File: src/design/wmef_pkg.sv
// Shared types, constants and helpers of the window minimum (erosion) filter.
// No dependencies; every other file of the block imports this package.
package wmef_pkg;

	localparam int WINDOW     = 15;
	localparam int HALF       = WINDOW / 2;
	localparam int SPAN       = 2 * HALF + 1;
	localparam int RING_ROWS  = 2 * HALF + 2;
	localparam int MAX_WIDTH  = 2048;

	localparam int CFG_W_W    = 12;
	localparam int CFG_H_W    = 13;
	localparam int COL_W      = $clog2(MAX_WIDTH);
	localparam int WEFF_W     = $clog2(MAX_WIDTH + 1);
	localparam int ROW_W      = CFG_H_W;
	localparam int BANK_W     = $clog2(RING_ROWS);
	localparam int CNT_W      = $clog2(MAX_WIDTH * (2 ** CFG_H_W - 1) + SPAN + 1);

	// min tree is sized for the largest window and ring
	localparam int TREE_N     = 32;
	localparam int TREE_LVL   = 5;

	localparam int WIDTH_RESET_I  = 640;
	localparam int HEIGHT_RESET_I = 480;
	localparam logic [CFG_W_W-1:0] WIDTH_RESET  = CFG_W_W'(WIDTH_RESET_I);
	localparam logic [CFG_H_W-1:0] HEIGHT_RESET = CFG_H_W'(HEIGHT_RESET_I);
	localparam logic [CNT_W-1:0]   AREA_RESET   = CNT_W'(WIDTH_RESET_I * HEIGHT_RESET_I);

	typedef enum logic {
		REG_WIDTH  = 1'b0,
		REG_HEIGHT = 1'b1
	} reg_idx_t;

	typedef logic [7:0] pix_t;

	// one column minimum travelling down the cell row
	typedef struct packed {
		logic              vld;
		logic [BANK_W-1:0] tag;
		pix_t              val;
	} col_t;

	// column read issued by the control unit
	typedef struct packed {
		logic                 go;
		logic                 vld;
		logic                 emit;
		logic                 last;
		logic [BANK_W-1:0]    tag;
		logic [RING_ROWS-1:0] mask;
		logic [COL_W-1:0]     col;
	} rd_t;

	// line store write
	typedef struct packed {
		logic              en;
		logic [BANK_W-1:0] bank;
		logic [COL_W-1:0]  col;
	} wr_t;

	function automatic pix_t min_tree(input logic [TREE_N-1:0][7:0] v);
		logic [TREE_N-1:0][7:0] a;
		a = v;
		for (int lvl = 0; lvl < TREE_LVL; lvl++) begin
			for (int i = 0; i < TREE_N / 2; i++) begin
				a[i] = (a[2*i] < a[2*i+1]) ? a[2*i] : a[2*i+1];
			end
		end
		return a[0];
	endfunction

endpackage

File: src/design/wmef_cell.sv
// One cell of the column-minimum row: holds one column minimum, passes it on.
// Depends on wmef_pkg.
module wmef_cell import wmef_pkg::*; (
	input  logic              clk,
	input  logic              arst_n,
	input  logic              clr,
	input  logic              shift,
	input  col_t              din,
	input  logic [BANK_W-1:0] ctag,
	output col_t              dout,
	output pix_t              masked
);

	col_t col_q;

	always_ff @(posedge clk or negedge arst_n) begin
		if (!arst_n) begin
			col_q.vld <= 1'b0;
		end else if (clr) begin
			col_q.vld <= 1'b0;
		end else if (shift) begin
			col_q <= din;
		end
	end

	assign dout = col_q;
	// columns of another row or past the frame end count as 255
	assign masked = (col_q.vld && col_q.tag == ctag) ? col_q.val : 8'hFF;

endmodule

File: config.mk
export PLATFORM = sky130hd
export DESIGN_NAME = wmef_cell
export DESIGN_NICKNAME = d
export VERILOG_FILES = /design/src/design/wmef_pkg.sv /design/src/design/wmef_cell.sv
export SDC_FILE = /design/constraint.sdc
export NUM_CORES = 1
export LEC_CHECK = 0
export BUFFER_PORTS_ARGS = -buffer_cell sky130_fd_sc_hd__buf_2
export CAP_MARGIN = 20
export CELL_PAD_IN_SITES_DETAIL_PLACEMENT = 1
export CELL_PAD_IN_SITES_GLOBAL_PLACEMENT = 1
export CORE_MARGIN = 4
export CORE_UTILIZATION = 27
export CTS_CLUSTER_SIZE = 40
export DETAILED_ROUTE_END_ITERATION = 6
export PLACE_DENSITY_LB_ADDON = 0.1
export RECOVER_POWER = 50
export SLEW_MARGIN = 25
export SYNTH_ARGS = -nofsm -noshare
export SYNTH_HDL_FRONTEND = slang
export SYNTH_SLANG_ARGS = --single-unit
File: constraint.sdc
create_clock -name clk -period 1.35 [get_ports clk]
set_clock_uncertainty 0.05 [all_clocks]
set_input_delay 0 -clock clk [delete_from_list [all_inputs] [get_ports clk]]
set_output_delay 0 -clock clk [all_outputs]
set_load 0.01 [all_outputs]
## Word-level counts from Yosys, hierarchy flattened

Cells that the tools add are included.

- Eq/ne operators: 1
- Multiplexer cells: 3
- Bitwise gates (word level): 1
- Reduce and logical (&&, ||, !) cells: 3

Operator list:

| operator | number |
|---|---|
| 13-bit two-way mux | 1 |
| 8-bit two-way mux | 1 |
| 4-bit equality test | 1 |
| 3-bit AND reduction | 1 |
| 2-bit nonzero test | 1 |
| 1-bit logical AND | 1 |
| 1-bit two-way mux | 1 |
| 1-bit inverter | 1 |

- Register bits: 13
- Input port bits: 21
- Logic and storage cells: 11

## Depth between registers and ports, before layout

Gate-level depths: netlist of run 1.

- Depth after elaboration: 3
- Gate-level depth with buffers: 3

## Worst setup path after synthesis of run 1

No wires, ideal clock.

- Path kind: reg2out
- Start: register col_q (netlist bit dout[11])
- End: output masked[0]
- Arrival time: 1.392 ns
- Required time: 1.300 ns
- Setup slack: -0.092 ns
- Stages on the path, launching flop included: 3
- Path buffers: 0
- Cell sequence: edfxtp_1 > a222oi_1 > nand4b_1

- Word-level cells in the longest chain between the ends: 3

RTL lines:

| item | line | source |
|---|---|---|
| from (decl) | wmef_cell.sv:14 | `col_t col_q;` |
| from (signal assigned) | wmef_cell.sv:22 | `col_q <= din;` |
| 4-bit equality test | wmef_cell.sv:28 | `assign masked = (col_q.vld && col_q.tag == ctag) ? col_q.val : 8'hFF;` |
| 1-bit logical AND | wmef_cell.sv:28 |  |
| 8-bit two-way mux | wmef_cell.sv:28 |  |
| to (decl) | wmef_cell.sv:11 | `output pix_t masked` |

No other way between the ends.

## Final worst setup path of run 1

- Start: register col_q (netlist bit dout[11])
- End: output masked[2]

The elaborated chain is that of the path after synthesis.

==> results of run 1 <==
-- synth_stat cells, drive strengths merged --
cell type	number
nand4b	8
inv	3
a222oi	1
xnor2	1
nor2	1
and3b	1
or2b	2
o2111a	1
mux2i	1
edfxtp	12
dfrtp	1
-- routing by layer --
layer | vias to the layer above | wire length, um | GRT usage [%]
met1 | 264 | 615 | 13.9
met4 | 0 | 0 | 2.55
met2 | 24 | 909 | 21.9
met3 | 0 | 131 | 3.99
met5 | - | 0 | 0
li1 | 263 | - | -
-- final cells by class --
class                   instances  area (um2)
clock buffers                   4        26.3
fillers                       219         811
inverters                       3        11.3
multi-input cells              16         139
flip-flops and latches         13         385
well taps                      25        31.3
repair buffers                 62         398
-- through the flow --
stage,instance area (um2),setup slack [ns]
2_1_floorplan,534,-0.0690
3_3_place_gp,793,0.0890
3_5_place_dp,793,0.0732
4_1_cts,981,-0.203
5_1_grt,991,-0.316
6_report,991,-0.181
-- logic make-up (layout without fill, tap and decap cells) --
family,Yosys count,after routing,share of synthesized area [%]
flip-flops,13,13,72.1
AND/OR/NAND/NOR,12,12,18.3
buffers and inverters,3,69,2.11
AO/OA/AOI/OAI,2,2,3.98
XOR/XNOR,1,1,1.64
multiplexers,1,1,1.87
-- path summary, 6_finish.rpt --
check,endpoint,depth (start not counted),startpoint
max,masked[2],5,dout[11]
min,dout[12],3,clr
max reg2reg,dout[12],2,dout[12]
min reg2reg,dout[12],2,dout[12]
max in group asynchronous,dout[12],3,arst_n
min in group asynchronous,dout[12],3,arst_n
-- placed cells by master (no fill, tap or decap), types with 2 or more instances in the layout --
cell type / Yosys / final
buf_2: 0 / 35
dlygate4sd3_1: 0 / 17
edfxtp_1: 12 / 12
nand4b_1: 8 / 8
clkbuf_1: 0 / 7
buf_4: 0 / 4
inv_1: 3 / 3
clkbuf_4: 0 / 3
or2b_1: 2 / 2
-- critical path: cells and delay by family (launching register included) --
| family | cells | cell delay, ns |
|---|---|---|
| AO/OA/AOI/OAI | 1 | 0.20 |
| buffers and inverters | 2 | 0.29 |
| flip-flops | 1 | 0.39 |
| AND/OR/NAND/NOR | 2 | 0.34 |
-- what timing repair did --
action	4_1_cts	5_1_grt
setup endpoints to repair	8	9
hold endpoints to repair	14	1
resized for setup	1	0
pin swaps	3	3
hold buffers	16	2
buffers inserted	0	1
-- where the power goes --
group,leakage (nW),internal (mW),switching (mW)
registers,0.123,0.461,0.00989
clock network,0.0150,0.114,0.116
logic,0.274,0.0854,0.0591
total,0.413,0.661,0.185
==> flow_summary.json, run 1 <==
{
  "status": "finished, violations left",
  "violations": "setup timing",
  "drv_slew": 0,
  "cts_buffers": 3,
  "antenna_cells": 0,
  "setup_viol": 8,
  "worstSetupStartpointType": "flop",
  "syn2layout_area_growth_pct": 85.5,
  "peakVddDrop_mv": 0.519,
  "arrival_ns": 1.48,
  "cp-end-kind": "primary output",
  "layout-drive-gt1-share_pct": 43.9,
  "clkSinkCount": 13,
  "path_clk_slew_ns": 0.07,
  "min_period_over_period_pct": 113,
  "start_util_pct": 29.7,
  "fp.dieArea_mm2": 0.00275,
  "synthCells": 32,
  "setup_ws_ns": -0.181,
  "syn_area_um2": 534,
  "required_ns": 1.30,
  "grt_pass1_wl_um": 2420,
  "ys_ff_latch": 13,
  "crit_chain": "buf_4, or2b_1, o2111a_2, nand4b_1, buf_2",
  "r2r_slack_ns": 0.60,
  "fmax_ghz": 0.653,
  "min_path_type": "input port to flop",
  "io_pins": 42,
  "num_vias": 551,
  "fin_setup_tns_ns": -1.31,
  "critPathKind": "flop to primary output",
  "yosys.area.top_type_share_pct": 67.4,
  "yosysWarnings": 0,
  "synth_nets": 53,
  "fin_crit_ns": 1.53,
  "synth.avg_cell_area_um2": 16.7,
  "gp_congestion": 0.646,
  "synth_area_leader_cell": "edfxtp_1",
  "slew_headroom_pct": 82.3,
  "nNetsFinal": 120,
  "final_cell_count_no_fill": 123,
  "hold-worst-slack_ns": 0.375,
  "ys_seq_area_share_pct": 72.1,
  "path_max_fanout": 8,
  "clockRootBuffer": "clkbuf_4",
  "p_leak_nw": 0.413,
  "rows": 15,
  "grt_pass1_vias": 546,
  "wl_per_cell_um": 13.5,
  "finalPower_mw": 0.846,
  "postRouteAntennaNets": 0,
  "dr.pass1.iters": 4,
  "hold_viol": 0,
  "die_y_um": 52.5,
  "fin_util_pct": 55.0,
  "dp_cells": 101,
  "port-buffer-count": 41,
  "rsz0062_at_grt": "yes",
  "synth_area_leaders": "edfxtp_1 (67%), nand4b_1 (13%), dfrtp_1 (4.7%)",
  "slowest_stage": "edfxtp_1",
  "power_density_mw_per_mm2": 853,
  "dr.first_iter.drc_count": 12,
  "vias_per_cell": 4.48,
  "overflow": 0,
  "synthDistinctLibCells": 11,
  "cpPeakStageDelay_ns": 0.39,
  "core_mm2": 0.00180,
  "post-route-drc-count": 0,
  "clock_path_buffers": 2,
  "drt-total-wl_um": 1660,
  "max_cap_violations": 0,
  "antenna_found_initial": 0,
  "largest_reg_flops": 13,
  "htree_levels": 1,
  "grt_max_degree": 13,
  "dieWidth_um": 52.5,
  "worst_pin_slew_ns": 0.265,
  "grt_use_total_pct": 12.2,
  "tritoncts": "built",
  "clock_latency_ns": 0.26
}
(Power assumes the default switching activity.)
==> run 2, diff against run 1 <==
==> constraint.sdc (replaced) <==
create_clock -name clk -period 1.5 [get_ports clk]
set_clock_uncertainty 0.05 [all_clocks]
set_input_delay 0 -clock clk [delete_from_list [all_inputs] [get_ports clk]]
set_output_delay 0 -clock clk [all_outputs]
set_load 0.01 [all_outputs]
==> run 2 against run 1 <==
Worst hold slack got worse by 0.10 ns. Via count down 5.4%. Register-to-register slack lost 0.40 ns. Utilization fell by 0.97 points. The flow still finishes with violations (setup timing).
==> flow_summary.json, run 2 (synthesis gave the netlist of run 1 again) <==
{
  "r2r_start": "dout[12]",
  "clkSinkCount": 13,
  "io_pins": 42,
  "antenna_found_initial": 0,
  "min_path_type": "input port to flop",
  "dr_wl_met3_um": 93,
  "rows": 15,
  "worstSetupStartpointType": "flop",
  "highest_layer": "met3",
  "final_cell_count_no_fill": 121,
  "cpPeakStageDelay_ns": 0.41,
  "wl_met2_um": 880,
  "slowest_stage": "edfxtp_1",
  "post-route-drc-count": 0,
  "grt_pass1_vias": 554,
  "rsz0062_at_grt": "yes",
  "drt-total-wl_um": 1560,
  "fin_util_pct": 54.0,
  "mostFrequentLayoutCells": "buf_2 (35), dlygate4sd3_1 (16), edfxtp_1 (12), nand4b_1 (8), clkbuf_1 (7)",
  "setup_viol": 1,
  "hold_viol": 0,
  "clock_path_buffers": 2,
  "nNetsFinal": 118,
  "die_y_um": 52.5,
  "p_leak_nw": 0.406,
  "grt_use_total_pct": 12.3,
  "dr.pass1.iters": 4,
  "min_period_over_period_pct": 101,
  "core_mm2": 0.00180,
  "power_density_mw_per_mm2": 783,
  "dr.first_iter.drc_count": 4,
  "cp-end-kind": "primary output",
  "path_max_fanout": 8,
  "slew_headroom_pct": 82.8,
  "cp-startpoint": "dout[11]",
  "setup_ws_ns": -0.0144,
  "syn2layout_area_growth_pct": 82.2,
  "port-buffer-count": 41,
  "path_clk_slew_ns": 0.08,
  "peakVddDrop_mv": 0.433,
  "grt_pass1_wl_um": 2400,
  "start_util_pct": 29.7,
  "num_vias": 521,
  "arrival_ns": 1.46,
  "cts_buffers": 3,
  "critPathKind": "flop to primary output",
  "grt_max_degree": 13,
  "wl_per_cell_um": 12.9,
  "max_cap_violations": 0,
  "required_ns": 1.45,
  "fill_cells": 214,
  "clockRootBuffer": "clkbuf_4",
  "postRouteAntennaNets": 0,
  "layout-drive-gt1-share_pct": 43.8,
  "fp.dieArea_mm2": 0.00275,
  "final_common_cell": "buf_2",
  "clock_latency_ns": 0.27,
  "wl_met1_um": 587,
  "violations": "setup timing",
  "fmax_ghz": 0.660,
  "fin_crit_ns": 1.51,
  "antenna_cells": 0,
  "worst_pin_slew_ns": 0.258,
  "vias_per_cell": 4.31,
  "gp_congestion": 0.684,
  "drv_slew": 0,
  "status": "finished, violations left",
  "htree_levels": 1,
  "finalPower_mw": 0.762,
  "overflow": 0,
  "min_from": "shift",
  "largest_reg_flops": 13,
  "dieWidth_um": 52.5,
  "crit_chain": "a222oi_1, buf_4, nand4b_1, buf_2",
  "tritoncts": "built",
  "dp_cells": 101
}
==> run 2: worst max-delay path: cells and delay by family, from the launching register on <==
kind	cells	cell delay, ns
AO/OA/AOI/OAI	1	0.32
flip-flops	1	0.41
AND/OR/NAND/NOR	1	0.11
buffers and inverters	2	0.37
==> run 2: metal layers <==
metal	up-vias	global-route usage, %
li1	257	-
met1	241	12.7
met2	23	24.0
met3	0	1.71
met4	0	5.11
met5	-	0
==> run 2: repair_timing <==
action                                 4_1_cts  5_1_grt
setup buffers                                0        0
hold buffers                                16        0
pin swaps                                    8        1
setup endpoints to repair                    8        8
endpoints found under the hold margin       14        0
resized for setup                            1        0
==> run 2: path summary, 6_finish.rpt <==
kind | to | depth (start not counted) | slack (ns)
worst max-delay path | masked[1] | 4 | -0.01
worst min-delay path | dout[9] | 3 | 0.27
worst max register to register | dout[12] | 3 | 0.20
worst min register to register | dout[12] | 3 | 1.09
max in group asynchronous | dout[12] | 3 | 0.79
min in group asynchronous | dout[12] | 3 | 0.51
==> run 2: cell type report <==
type	count	area [um2]	share of cell area (%)
Timing Repair Buffer	60	380	39.1
Multi-Input combinational cell	16	139	14.3
Inverter	3	11.3	1.16
Sequential cell	13	385	39.6
Tap cell	25	31.3	3.21
Clock buffer	4	26.3	2.70
==> run 2: report_power, final <==
group	internal (mW)	leakage, nW	switching (mW)	total (mW)
Combinational	0.0740	0.267	0.0520	0.126
Clock	0.103	0.0150	0.110	0.213
Sequential	0.415	0.123	0.00858	0.424
==> run 2: stage by stage <==
| step | TNS [ns] | area, um2 | hold WS [ns] | setup slack [ns] |
|---|---|---|---|---|
| final | -0.0144 | 973 | 0.272 | -0.0144 |
| after global routing | -0.605 | 973 | 0.294 | -0.0880 |
| after CTS | -0.148 | 981 | 0.271 | -0.0394 |
| after detailed placement | 0 | 793 | -0.266 | 0.232 |
| after global placement | 0 | 793 | -0.267 | 0.230 |
| after floorplan | 0 | 534 | -0.346 | 0.0579 |
