--- config.mk ---
export PLATFORM = sky130hd
export DESIGN_NAME = wmef_ctrl
export DESIGN_NICKNAME = d
export VERILOG_FILES = /design/src/design/wmef_pkg.sv /design/src/design/wmef_ctrl.sv
export SDC_FILE = /design/constraint.sdc
export NUM_CORES = 1
export LEC_CHECK = 0
export BUFFER_PORTS_ARGS = -buffer_cell sky130_fd_sc_hd__buf_2
export CAP_MARGIN = 20
export CORE_ASPECT_RATIO = 0.7
export CORE_MARGIN = 2
export CORE_UTILIZATION = 49
export CTS_CLUSTER_SIZE = 8
export DETAILED_ROUTE_END_ITERATION = 16
export GPL_TIMING_DRIVEN = 0
export PLACE_DENSITY = 0.74
export SYNTH_ARGS = -nofsm -noshare
export SYNTH_HDL_FRONTEND = slang
export SYNTH_SLANG_ARGS = --single-unit
export TNS_END_PERCENT = 30
--- constraint.sdc ---
create_clock -name clk -period 26.8 [get_ports clk]
set_clock_uncertainty 0.2 [all_clocks]
set_input_delay 5.36 -clock clk [delete_from_list [all_inputs] [get_ports clk]]
set_output_delay 5.36 -clock clk [all_outputs]
set_load 0.01 [all_outputs]
--- src/design/wmef_pkg.sv ---
// Shared types, constants and helpers of the window minimum (erosion) filter.
// No dependencies; every other file of the block imports this package.
package wmef_pkg;

	localparam int WINDOW     = 15;
	localparam int HALF       = WINDOW / 2;
	localparam int SPAN       = 2 * HALF + 1;
	localparam int RING_ROWS  = 2 * HALF + 2;
	localparam int MAX_WIDTH  = 2048;

	localparam int CFG_W_W    = 12;
	localparam int CFG_H_W    = 13;
	localparam int COL_W      = $clog2(MAX_WIDTH);
	localparam int WEFF_W     = $clog2(MAX_WIDTH + 1);
	localparam int ROW_W      = CFG_H_W;
	localparam int BANK_W     = $clog2(RING_ROWS);
	localparam int CNT_W      = $clog2(MAX_WIDTH * (2 ** CFG_H_W - 1) + SPAN + 1);

	// min tree is sized for the largest window and ring
	localparam int TREE_N     = 32;
	localparam int TREE_LVL   = 5;

	localparam int WIDTH_RESET_I  = 640;
	localparam int HEIGHT_RESET_I = 480;
	localparam logic [CFG_W_W-1:0] WIDTH_RESET  = CFG_W_W'(WIDTH_RESET_I);
	localparam logic [CFG_H_W-1:0] HEIGHT_RESET = CFG_H_W'(HEIGHT_RESET_I);
	localparam logic [CNT_W-1:0]   AREA_RESET   = CNT_W'(WIDTH_RESET_I * HEIGHT_RESET_I);

	typedef enum logic {
		REG_WIDTH  = 1'b0,
		REG_HEIGHT = 1'b1
	} reg_idx_t;

	typedef logic [7:0] pix_t;

	// one column minimum travelling down the cell row
	typedef struct packed {
		logic              vld;
		logic [BANK_W-1:0] tag;
		pix_t              val;
	} col_t;

	// column read issued by the control unit
	typedef struct packed {
		logic                 go;
		logic                 vld;
		logic                 emit;
		logic                 last;
		logic [BANK_W-1:0]    tag;
		logic [RING_ROWS-1:0] mask;
		logic [COL_W-1:0]     col;
	} rd_t;

	// line store write
	typedef struct packed {
		logic              en;
		logic [BANK_W-1:0] bank;
		logic [COL_W-1:0]  col;
	} wr_t;

	function automatic pix_t min_tree(input logic [TREE_N-1:0][7:0] v);
		logic [TREE_N-1:0][7:0] a;
		a = v;
		for (int lvl = 0; lvl < TREE_LVL; lvl++) begin
			for (int i = 0; i < TREE_N / 2; i++) begin
				a[i] = (a[2*i] < a[2*i+1]) ? a[2*i] : a[2*i+1];
			end
		end
		return a[0];
	endfunction

endpackage

--- src/design/wmef_ctrl.sv ---
// Position tracking: input and result counters of the frame, and the column
// read cursor feeding the line store. Depends on wmef_pkg.
module wmef_ctrl import wmef_pkg::*; (
	input  logic              clk,
	input  logic              arst_n,
	input  logic              restart,
	input  logic [WEFF_W-1:0] w_eff,
	input  logic [ROW_W-1:0]  h_eff,
	input  logic              en,
	input  logic              s_valid,
	input  logic              s_action,
	output logic              s_ready,
	output wr_t               wr,
	output rd_t               rd
);

	logic [COL_W-1:0]  w_m1;
	logic [ROW_W-1:0]  h_m1;
	logic [CNT_W-1:0]  area_q;

	// frame as the result order sees it
	logic [ROW_W-1:0]  in_row_q, out_row_q;
	logic [COL_W-1:0]  in_col_q, out_col_q;
	logic [BANK_W-1:0] in_bank_q;
	logic              in_done_q;
	logic [CNT_W-1:0]  emit_cnt_q;
	logic              mfrm_q;

	// read cursor
	logic [ROW_W-1:0]  rr_q;
	logic [COL_W-1:0]  rc_q;
	logic [BANK_W-1:0] rbank_q;
	logic [CNT_W-1:0]  rcnt_q;
	logic              efrm_q;

	logic              acc, wr_pix, wlast_col, fdiff;
	logic [ROW_W-1:0]  ir1;
	logic [COL_W-1:0]  ic1;
	logic              done1, rdy_o, olast;
	logic [ROW_W:0]    nr_o, nr_e;
	logic [COL_W:0]    nc_o;
	logic              dummy, dready, allow, go, last_read;
	logic [BANK_W-1:0] up, b0;
	logic [BANK_W:0]   nrows;
	logic [RING_ROWS-1:0] mask;

	assign w_m1 = COL_W'(w_eff - WEFF_W'(1));
	assign h_m1 = h_eff - ROW_W'(1);
	assign fdiff = mfrm_q != efrm_q;

	assign s_ready   = en && !fdiff;
	assign acc       = s_valid && s_ready;
	assign wr_pix    = acc && !s_action && !in_done_q;
	assign wlast_col = in_col_q == w_m1;

	always_comb begin
		ic1   = in_col_q;
		ir1   = in_row_q;
		done1 = in_done_q;
		if (wr_pix) begin
			if (wlast_col) begin
				ic1 = '0;
				ir1 = in_row_q + ROW_W'(1);
				if (in_row_q == h_m1) begin
					done1 = 1'b1;
				end
			end else begin
				ic1 = in_col_q + COL_W'(1);
			end
		end
	end

	always_comb begin
		nr_o = {1'b0, out_row_q} + (ROW_W+1)'(HALF);
		if (nr_o > {1'b0, h_m1}) begin
			nr_o = {1'b0, h_m1};
		end
		nc_o = {1'b0, out_col_q} + (COL_W+1)'(HALF);
		if (nc_o > {1'b0, w_m1}) begin
			nc_o = {1'b0, w_m1};
		end
	end

	assign rdy_o = acc && (done1 || {1'b0, ir1} > nr_o ||
		({1'b0, ir1} == nr_o && {1'b0, ic1} > nc_o));
	assign olast = out_row_q == h_m1 && out_col_q == w_m1;

	assign wr.en   = wr_pix;
	assign wr.bank = in_bank_q;
	assign wr.col  = in_col_q;

	always_ff @(posedge clk or negedge arst_n) begin
		if (!arst_n) begin
			area_q <= AREA_RESET;
		end else begin
			area_q <= CNT_W'(w_eff * h_eff);
		end
	end

	always_ff @(posedge clk or negedge arst_n) begin
		if (!arst_n) begin
			in_row_q   <= '0;
			in_col_q   <= '0;
			in_bank_q  <= '0;
			in_done_q  <= 1'b0;
			out_row_q  <= '0;
			out_col_q  <= '0;
			emit_cnt_q <= '0;
			mfrm_q     <= 1'b0;
		end else if (restart) begin
			in_row_q   <= '0;
			in_col_q   <= '0;
			in_bank_q  <= '0;
			in_done_q  <= 1'b0;
			out_row_q  <= '0;
			out_col_q  <= '0;
			emit_cnt_q <= '0;
			mfrm_q     <= 1'b0;
		end else if (rdy_o && olast) begin
			in_row_q   <= '0;
			in_col_q   <= '0;
			in_bank_q  <= '0;
			in_done_q  <= 1'b0;
			out_row_q  <= '0;
			out_col_q  <= '0;
			emit_cnt_q <= '0;
			mfrm_q     <= !mfrm_q;
		end else begin
			in_row_q  <= ir1;
			in_col_q  <= ic1;
			in_done_q <= done1;
			if (wr_pix && wlast_col) begin
				in_bank_q <= (in_bank_q == BANK_W'(RING_ROWS - 1)) ? '0 :
					in_bank_q + BANK_W'(1);
			end
			if (rdy_o) begin
				emit_cnt_q <= emit_cnt_q + CNT_W'(1);
				if (out_col_q == w_m1) begin
					out_col_q <= '0;
					out_row_q <= out_row_q + ROW_W'(1);
				end else begin
					out_col_q <= out_col_q + COL_W'(1);
				end
			end
		end
	end

	// read cursor: one column minimum per cycle unless held, at most HALF columns ahead of results
	always_comb begin
		nr_e = {1'b0, rr_q} + (ROW_W+1)'(HALF);
		if (nr_e > {1'b0, h_m1}) begin
			nr_e = {1'b0, h_m1};
		end
	end

	assign dummy     = rcnt_q >= area_q;
	assign dready    = dummy || fdiff || in_done_q || {1'b0, in_row_q} > nr_e ||
		({1'b0, in_row_q} == nr_e && in_col_q > rc_q);
	assign allow     = fdiff || rcnt_q < emit_cnt_q + CNT_W'(HALF);
	assign go        = en && allow && dready;
	assign last_read = rcnt_q == area_q + CNT_W'(HALF - 1);

	// rows of the window that live in each bank
	always_comb begin
		up = (rr_q < ROW_W'(HALF)) ? BANK_W'(rr_q) : BANK_W'(HALF);
		b0 = (rbank_q >= up) ? rbank_q - up : BANK_W'((BANK_W+1)'(rbank_q) +
			(BANK_W+1)'(RING_ROWS) - (BANK_W+1)'(up));
		nrows = BANK_W'(nr_e - {1'b0, rr_q}) + (BANK_W+1)'(up) + (BANK_W+1)'(1);
	end

	always_comb begin : mask_gen
		logic [BANK_W:0] bb, dd;
		for (int b = 0; b < RING_ROWS; b++) begin
			bb = (BANK_W+1)'(b);
			dd = (bb >= {1'b0, b0}) ? bb - {1'b0, b0} :
				bb + (BANK_W+1)'(RING_ROWS) - {1'b0, b0};
			mask[b] = !dummy && dd < nrows;
		end
	end

	assign rd.go   = go;
	assign rd.vld  = !dummy;
	assign rd.emit = rcnt_q >= CNT_W'(HALF);
	assign rd.last = last_read;
	assign rd.tag  = rbank_q;
	assign rd.mask = mask;
	assign rd.col  = rc_q;

	always_ff @(posedge clk or negedge arst_n) begin
		if (!arst_n) begin
			rr_q    <= '0;
			rc_q    <= '0;
			rbank_q <= '0;
			rcnt_q  <= '0;
			efrm_q  <= 1'b0;
		end else if (restart) begin
			rr_q    <= '0;
			rc_q    <= '0;
			rbank_q <= '0;
			rcnt_q  <= '0;
			efrm_q  <= 1'b0;
		end else if (go) begin
			if (last_read) begin
				rr_q    <= '0;
				rc_q    <= '0;
				rbank_q <= '0;
				rcnt_q  <= '0;
				efrm_q  <= !efrm_q;
			end else begin
				rcnt_q <= rcnt_q + CNT_W'(1);
				if (!dummy) begin
					if (rc_q == w_m1) begin
						rc_q    <= '0;
						rr_q    <= rr_q + ROW_W'(1);
						rbank_q <= (rbank_q == BANK_W'(RING_ROWS - 1)) ? '0 :
							rbank_q + BANK_W'(1);
					end else begin
						rc_q <= rc_q + COL_W'(1);
					end
				end
			end
		end
	end

`ifndef SYNTHESIS
	// a new frame does not start writing while the cursor still reads the old one
	assert property (@(posedge clk) disable iff (!arst_n)
		wr_pix |-> !fdiff)
		else $error("line store written while previous frame still read");

	// the cursor never runs more than H columns past the emitted results
	assert property (@(posedge clk) disable iff (!arst_n)
		!fdiff |-> rcnt_q <= emit_cnt_q + CNT_W'(HALF))
		else $error("read cursor ahead of result order");

	// a read of real pixels always covers at least one row bank
	assert property (@(posedge clk) disable iff (!arst_n)
		(go && !dummy) |-> mask != '0)
		else $error("column read with empty bank mask");
`endif

endmodule

### Word-level counts from Yosys, hierarchy flattened

Cells that the tools add are included.

| storage, ports and cells | value |
|---|---|
| logic and storage cells | 248 |
| bits of input ports | 31 |
| register bits after elaboration | 155 |

| operators by class | value |
|---|---|
| equality and inequality tests | 12 |
| $add $sub $neg | 54 |
| magnitude comparators | 43 |
| multipliers | 1 |
| mux-type cells | 72 |
| reductions and logical operators | 52 |

Operators by type and width:

| operator | count |
|---|---|
| $mux 13 | 13 |
| $mux 24 | 6 |
| $mux 11 | 13 |
| $lt 5x5->1 | 16 |
| $mux 5 | 15 |
| $sub 5x4->5 const A | 15 |
| $add 24x1->24 const B | 2 |
| $add 24x3->24 const B | 2 |
| $mux 4 | 12 |
| $sub 4x4->5 const A | 8 |
| $add 13x1->13 const B | 3 |
| $add 11x1->11 const B | 3 |
| $eq 11x11->1 | 3 |
| $add 13x3->14 const B | 2 |
| $eq 13x14->1 | 2 |
| $ge 4x4->1 const A | 7 |
| $gt 13x14->1 | 2 |
| $gt 14x13->1 | 2 |
| $logic_and 1x1->1 | 28 |
| $mux 14 | 2 |
| $eq 13x13->1 | 2 |
| $eq 24x24->1 | 1 |
| $ge 24x24->1 | 1 |
| $ge 24x3->1 const B | 1 |
| 31 further kinds | 73 |

### Depth between registers and ports, before layout

Gate-level depths: netlist (run 1).

| logic depth | value |
|---|---|
| depth after elaboration | 14 |
| depth in mapped cells | 29 |

### Worst setup path before layout (run 1)

No wires, ideal clock.

| timing | value |
|---|---|
| path type | input -> output |
| from | input h_eff[0] |
| to | output rd[17] (netlist bit) |
| arrival | 11.879 ns |
| stages on the path | 25 |
| setup slack | 9.361 ns |
| cells stage by stage | clkbuf_1 -> inv_1 -> ha_1 -> or3b_2 -> nor3_1 -> xor2_1 -> inv_1 -> ha_1 -> maj3_1 -> maj3_1 -> and2_1 -> o311a_1 -> o21ai_2 -> buf_2 -> o21ai_0 -> ha_1 -> fa_1 -> inv_1 -> fa_1 -> xnor2_1 -> ha_1 -> a221oi_1 -> nor2_1 -> maj3_1 -> nor2_1 |

RTL lines:

| what | RTL line | RTL |
|---|---|---|
| from (decl) | wmef_ctrl.sv:8 | `input logic [ROW_W-1:0] h_eff,` |
| to (decl) | wmef_ctrl.sv:14 | `output rd_t rd` |

==> results of run 1 <==
## cell type report
| type | instances | area, um^2 |
|---|---|---|
| repair buffers | 77 | 425 |
| diodes | 3 | 7.51 |
| inverters | 242 | 908 |
| flip-flops and latches | 155 | 3880 |
| fillers | 3872 | 19600 |
| multi-input cells | 2071 | 16000 |
| well taps | 585 | 732 |
| clock buffers | 23 | 488 |
| clock inverters | 8 | 85.1 |
| plain buffers | 116 | 478 |
## flip-flops by register name (all words and copies together) (netlist names), 4 cells and up
name	cells
area_q	24
emit_cnt_q	24
rcnt_q	24
in_row_q	13
out_row_q	13
rr_q	13
in_col_q	11
out_col_q	11
rc_q	11
in_bank_q	4
rbank_q	4
## cell usage in the layout, fill, tap and decap left out, drive strengths merged, types with 32 or more instances in the layout
cell	synthesis	final
mux2i	38	38
ha	263	263
nand4	42	42
xor2	71	71
nor4	38	38
nor2	160	160
clkbuf	91	114
nand2	259	259
nor2b	32	32
fa	112	112
inv	240	242
and2	90	90
nand3	78	78
nor3	78	78
o21ai	139	139
a21oi	130	130
xnor2	148	148
dfrtp	151	151
buf	25	102
## worst max-delay path: cells and delay by family
family                   cells  cell delay (ns)
XOR/XNOR                     2             0.88
adder cells (fa/ha/maj)      8             2.61
AO/OA/AOI/OAI                6             1.59
AND/OR/NAND/NOR              5             1.07
buffers and inverters        8             2.11
## synthesized netlist by cell type, drive strengths merged, types with 6 or more instances
master,instances
nor2b,32
o311a,6
nand4,42
nor3,78
o31ai,28
nand2b,30
o211ai,6
and3,30
buf,25
mux2,7
maj3,9
nand3,78
nand2,259
a221oi,6
xnor3,9
and2,90
xor2,71
nand3b,10
a21boi,8
o22ai,10
mux2i,38
a21oi,130
o21a,25
fa,112
o21ai,139
inv,240
or2,9
ha,263
nor4b,6
nor2,160
nor3b,8
or4,15
dfrtp,151
and4,9
xnor2,148
clkbuf,91
or3,27
a31oi,15
o41ai,6
nor4,38
a211oi,13
a21o,25
## power breakdown
part	switching, mW	internal (mW)
combinational	0.381	0.285
clock	0.112	0.138
sequential	0.0259	0.264
## cell families after synthesis
| kind of cell | count (synthesis) | synth area share (%) |
|---|---|---|
| other | 1 | 0.0176 |
| flip-flops | 155 | 18.2 |
| AO/OA/AOI/OAI | 479 | 14.3 |
| multiplexers | 45 | 2.16 |
| adder cells (fa/ha/maj) | 384 | 26.4 |
| XOR/XNOR | 229 | 10.1 |
| AND/OR/NAND/NOR | 931 | 22.3 |
| buffers and inverters | 358 | 6.51 |
## worst max path at each step
stage / from / to / cells after the start
after detailed placement: h_eff[0] / rd[17] / 27
final: h_eff[0] / rd[17] / 29
after global routing: h_eff[0] / rd[17] / 29
after CTS: h_eff[0] / rd[17] / 27
after global placement: h_eff[0] / rd[16] / 27
after floorplan: h_eff[0] / rd[17] / 25
## per-stage QoR
step	utilization (%)	hold slack, ns	total power, mW	worst slack [ns]
after floorplan	-	0.285	0.779	9.36
after global placement	52.5	0.354	0.922	7.72
after detailed placement	52.6	0.369	0.944	7.62
after CTS	54.0	0.375	1.20	7.61
after global routing	54.0	0.405	1.30	7.20
final	54.0	0.371	1.21	7.58
## layer usage
| layer | global-route usage (%) | up-vias | part of all wire (%) |
|---|---|---|---|
| met2 | 43.2 | 1018 | 41 |
| met3 | 6.16 | 113 | 10 |
| met5 | 0 | - | 0 |
| met1 | 44.3 | 9636 | 46 |
| met4 | 9.15 | 0 | 2.8 |
| li1 | - | 9144 | - |
==> impl_metrics.toml, run 1 <==
[grt]
grt_pass1_wl_mm = 106
first_global_vias = 19100
gr-total-overflow = 0
antenna_found_initial = 3
grt_usage_pct = 29.8
grt_max_degree = 98

[placement]
port_buffers = 73
dpl.hpwl_mm = 52.8
post-place-cells = 3244
place_area_um2 = 22500
globalplace.congestion = 0.975

[timing]
setup_viol = 0
slew_headroom_pct = 26.3
grt_setup_unrepaired = "no"
tightest_slew_ns = 1.10
setup_tns_ns = 0
max_freq_mhz = 52.0
slew_viol_final = 0
hold_viol = 0
fin_crit_ns = 19.22
fin_crit_sh_pct = 71.7

[worst_hold_path]
hp-start = "rbank_q[2]"
hold_path_depth = 1
hold_end = "rbank_q[2]"
hp-class = "register to register"

[power_and_ir_drop]
peakVddDrop_mv = 0.0594
p_leak_nw = 10.6
power_density_nw_per_um2 = 52.3

[setup_path]
cp_slowest_stage_delay_ns = 0.52
worstSetupStartpointType = "primary input"
crit_slowest_cell = "or3b_2"
worst_path_most_repeated_cell = "ha_1"
cp_max_fo = 10
rr_worst_depth = 24
reg2reg_to = "rcnt_q[18]"
crit_path_end_kind = "output port"
worstPathArrival_ns = 13.66
critPathKind = "primary input to output port"
required_ns = 21.24
reg2reg_slack_ns = 19.41
r2r_start = "rr_q[3]"

[route]
post_drt_via_cell_ratio = 6.07
dr.pass1.iters = 6
vias = 19900
drt-total-wl_mm = 66.3
avgRoutedWirePerCell_um = 20.2
drtIter0Drc = 2181
drc = 0
antenna_left = 0

[floorplan]
die_x_um = 253
die_h_um = 178
ios = 83
die-area_um2 = 45200
fp-row-count = 63
core_area_um2 = 42600
initial_utilization_pct = 49.9

[synth]
syn_avg_cell_area_um2 = 8.25
synth-seq-area-share_pct = 18.2
synth-edff-count = 0
synth.area.top_cells = "dfrtp_1 18%, ha_1 15%, fa_1 11%"
synthCells = 2582
synth_cell_types = 90
synth_area_um2 = 21300
yosys_warnings = 0
ys_seq_elements = 155
ys_async_sr_fraction_pct = 100
yosys.area.top_type_share_pct = 17.7
synth_flop_cell = "dfrtp_1"
yosys.area.top_type = "dfrtp_1"

[clocking]
cts_setup_buffers = 0
clk_latency_ns = 0.46
cts_hold_buf = 0
htreeDepth = 4
cts_buffer_depth = 2
clock_sinks = 155
root_buffer = "clkbuf_16"
cts.clk_slew.worst_paths_ns = 0.06
cts_resized = 0
cts_tree = "yes"
cts_inserted_buffers = 17

[layout]
stdcell_area_um2 = 23000
area_growth_pct = 8.23
drive_gt1_share_pct = 6.05
nets = 3086
final_cells = 3280

[status]
status = "finished clean"

[flow_run]
maxCapViolCount = 0
Note: power is estimated with default switching activity, not from simulation.
==> inputs of run 2 (changes only) <==
PLACE_DENSITY = 0.76   (was 0.74)
clock period = 15.5 ns   (was 26.8 ns; I/O delays follow)
==> impl_metrics.toml, run 2 (synthesis gave the netlist of run 1 again) <==
[route]
antenna_left = 0
post_drt_via_cell_ratio = 6.06
vias = 19900
drc = 0
avgRoutedWirePerCell_um = 19.9
drt-total-wl_mm = 65.2
drtIter0Drc = 2162
dr.pass1.iters = 6

[timing]
max_freq_mhz = 68.4
slew_viol_final = 0
setup_ws_ns = 0.889
setup_viol = 0
setup_tns_ns = 0
grt_setup_unrepaired = "no"
slew_headroom_pct = 27.7
fin_crit_sh_pct = 94.3
fin_crit_ns = 14.61
tightest_slew_ns = 1.08
hold_viol = 0

[layout]
area_growth_pct = 8.46
final_cell_mix = "263 x ha_1, 258 x nand2_1, 240 x inv_1, 158 x nor2_1, 151 x dfrtp_1"
final_common_cell = "ha_1"
nets = 3087
drive_gt1_share_pct = 6.09
utilization_pct = 54.2
fill_cells = 3875
largestRegisters = "area_q (24), emit_cnt_q (24), rcnt_q (24)"

[floorplan]
core_area_um2 = 42600
die-area_um2 = 45200
ios = 83
fp-row-count = 63
initial_utilization_pct = 49.9
die_x_um = 253
die_h_um = 178

[power_and_ir_drop]
sw_frac_of_total_pct = 42.2
p_sw_uw = 892
power_density_nw_per_um2 = 91.4
combPwrFrac_pct = 54.3
pwr-share-seq_pct = 23.7
p_leak_nw = 10.6
p_clk_share_pct = 22.0
peakVddDrop_mv = 0.103
intPower_mw = 1.22

[clocking]
cts_buffer_depth = 2
htreeDepth = 4
cts_resized = 0
root_buffer = "clkbuf_16"
cts_hold_buf = 0
cts_inserted_buffers = 17
cts_tree = "yes"
cts.clk_slew.worst_paths_ns = 0.06
clk_latency_ns = 0.45
cts_setup_buffers = 0
clock_sinks = 155

[placement]
dpl.hpwl_mm = 51.8
globalplace.congestion = 0.989
dp_slack_ns = 0.900
port_buffers = 73

[setup_path]
worstSetupStartpointType = "primary input"
reg2reg_slack_ns = 8.23
worstPathArrival_ns = 11.31
crit_path_end_kind = "output port"
cp_max_fo = 10
required_ns = 12.20
critPathKind = "primary input to output port"

[grt]
grt_max_degree = 108
grt_usage_pct = 29.3
grt_pass1_wl_mm = 104
antenna_found_initial = 2
first_global_vias = 19400
gr-total-overflow = 0

[flow_run]
maxCapViolCount = 0

[status]
status = "finished clean"

[worst_hold_path]
hp-class = "register to register"
-- run 2: changes by cell type in the layout (fill, tap and decap cells not counted), sizes merged --
cell    previous run  this run
clkbuf           114       110
buf              102       103
diode              3         2
clkinv             5         6
bufinv             1         4
inv              242       243
-- run 2: critical path: stages --
cell and delay, ns:
buf_2 0.13, clkbuf_1 0.33, inv_1 0.44, ha_1 0.30, nor3b_1 0.89, and4b_1 0.32
xor2_1 0.66, inv_1 0.29, ha_1 0.36, and2_1 0.18, o311a_1 0.13, o21ai_2 0.38
buf_2 0.36, o21ai_0 0.14, ha_1 0.23, fa_1 0.48, inv_1 0.06, ha_1 0.27
a21o_1 0.18, a21o_1 0.18, xor2_1 0.38, clkinv_1 0.40, a221oi_1 0.41, nor2_1 0.10
maj3_1 0.36, nor2_1 0.08, buf_2 0.14
-- run 2: layout make-up --
type / count / area (um^2) / share of cell area, %
Multi-Input combinational cell: 2071 / 16000 / 69.4
Sequential cell: 155 / 3880 / 16.8
Inverter: 242 / 908 / 3.93
Tap cell: 585 / 732 / 3.17
Buffer: 116 / 478 / 2.07
Clock buffer: 19 / 433 / 1.87
Timing Repair Buffer: 78 / 433 / 1.87
Clock inverter: 13 / 191 / 0.829
Antenna cell: 2 / 5.00 / 0.0217
-- run 2: layer usage --
metal / vias up / wire length [um] / GRT usage [%]
met5: - / 0 / 0
met4: 0 / 2240 / 9.86
met3: 138 / 7130 / 7.78
met2: 991 / 26800 / 42.6
met1: 9603 / 29100 / 42.0
li1: 9144 / - / -
-- run 2: final timing paths --
path | from | to | cells past startpoint
worst max-delay path | h_eff[0] | rd[17] | 27
worst min-delay path | emit_cnt_q[21] | emit_cnt_q[21] | 1
worst max register to register | rr_q[0] | rcnt_q[23] | 25
worst min register to register | emit_cnt_q[21] | emit_cnt_q[21] | 1
max in group asynchronous | arst_n | out_row_q[0] | 2
min in group asynchronous | arst_n | area_q[23] | 1
-- run 2: through the flow --
stage / power [mW] / hold WS, ns / instances / cell area, um^2
after global placement: 1.60 / 0.344 / 3242 / 22400
after CTS: 2.10 / 0.364 / 3277 / 23100
after floorplan: 1.35 / 0.285 / 2584 / 21300
final: 2.11 / 0.378 / 3281 / 23100
after detailed placement: 1.63 / 0.352 / 3245 / 22500
after global routing: 2.30 / 0.391 / 3281 / 23100
-- run 2: power by group through the flow --
stage          combinational, mW  clock [mW]  sequential [mW]
2_1_floorplan              0.852           0            0.495
3_3_place_gp                1.09           0            0.507
3_5_place_dp                1.13           0            0.508
4_1_cts                     1.13       0.466            0.500
5_1_grt                     1.31       0.486            0.507
6_report                    1.15       0.464            0.501
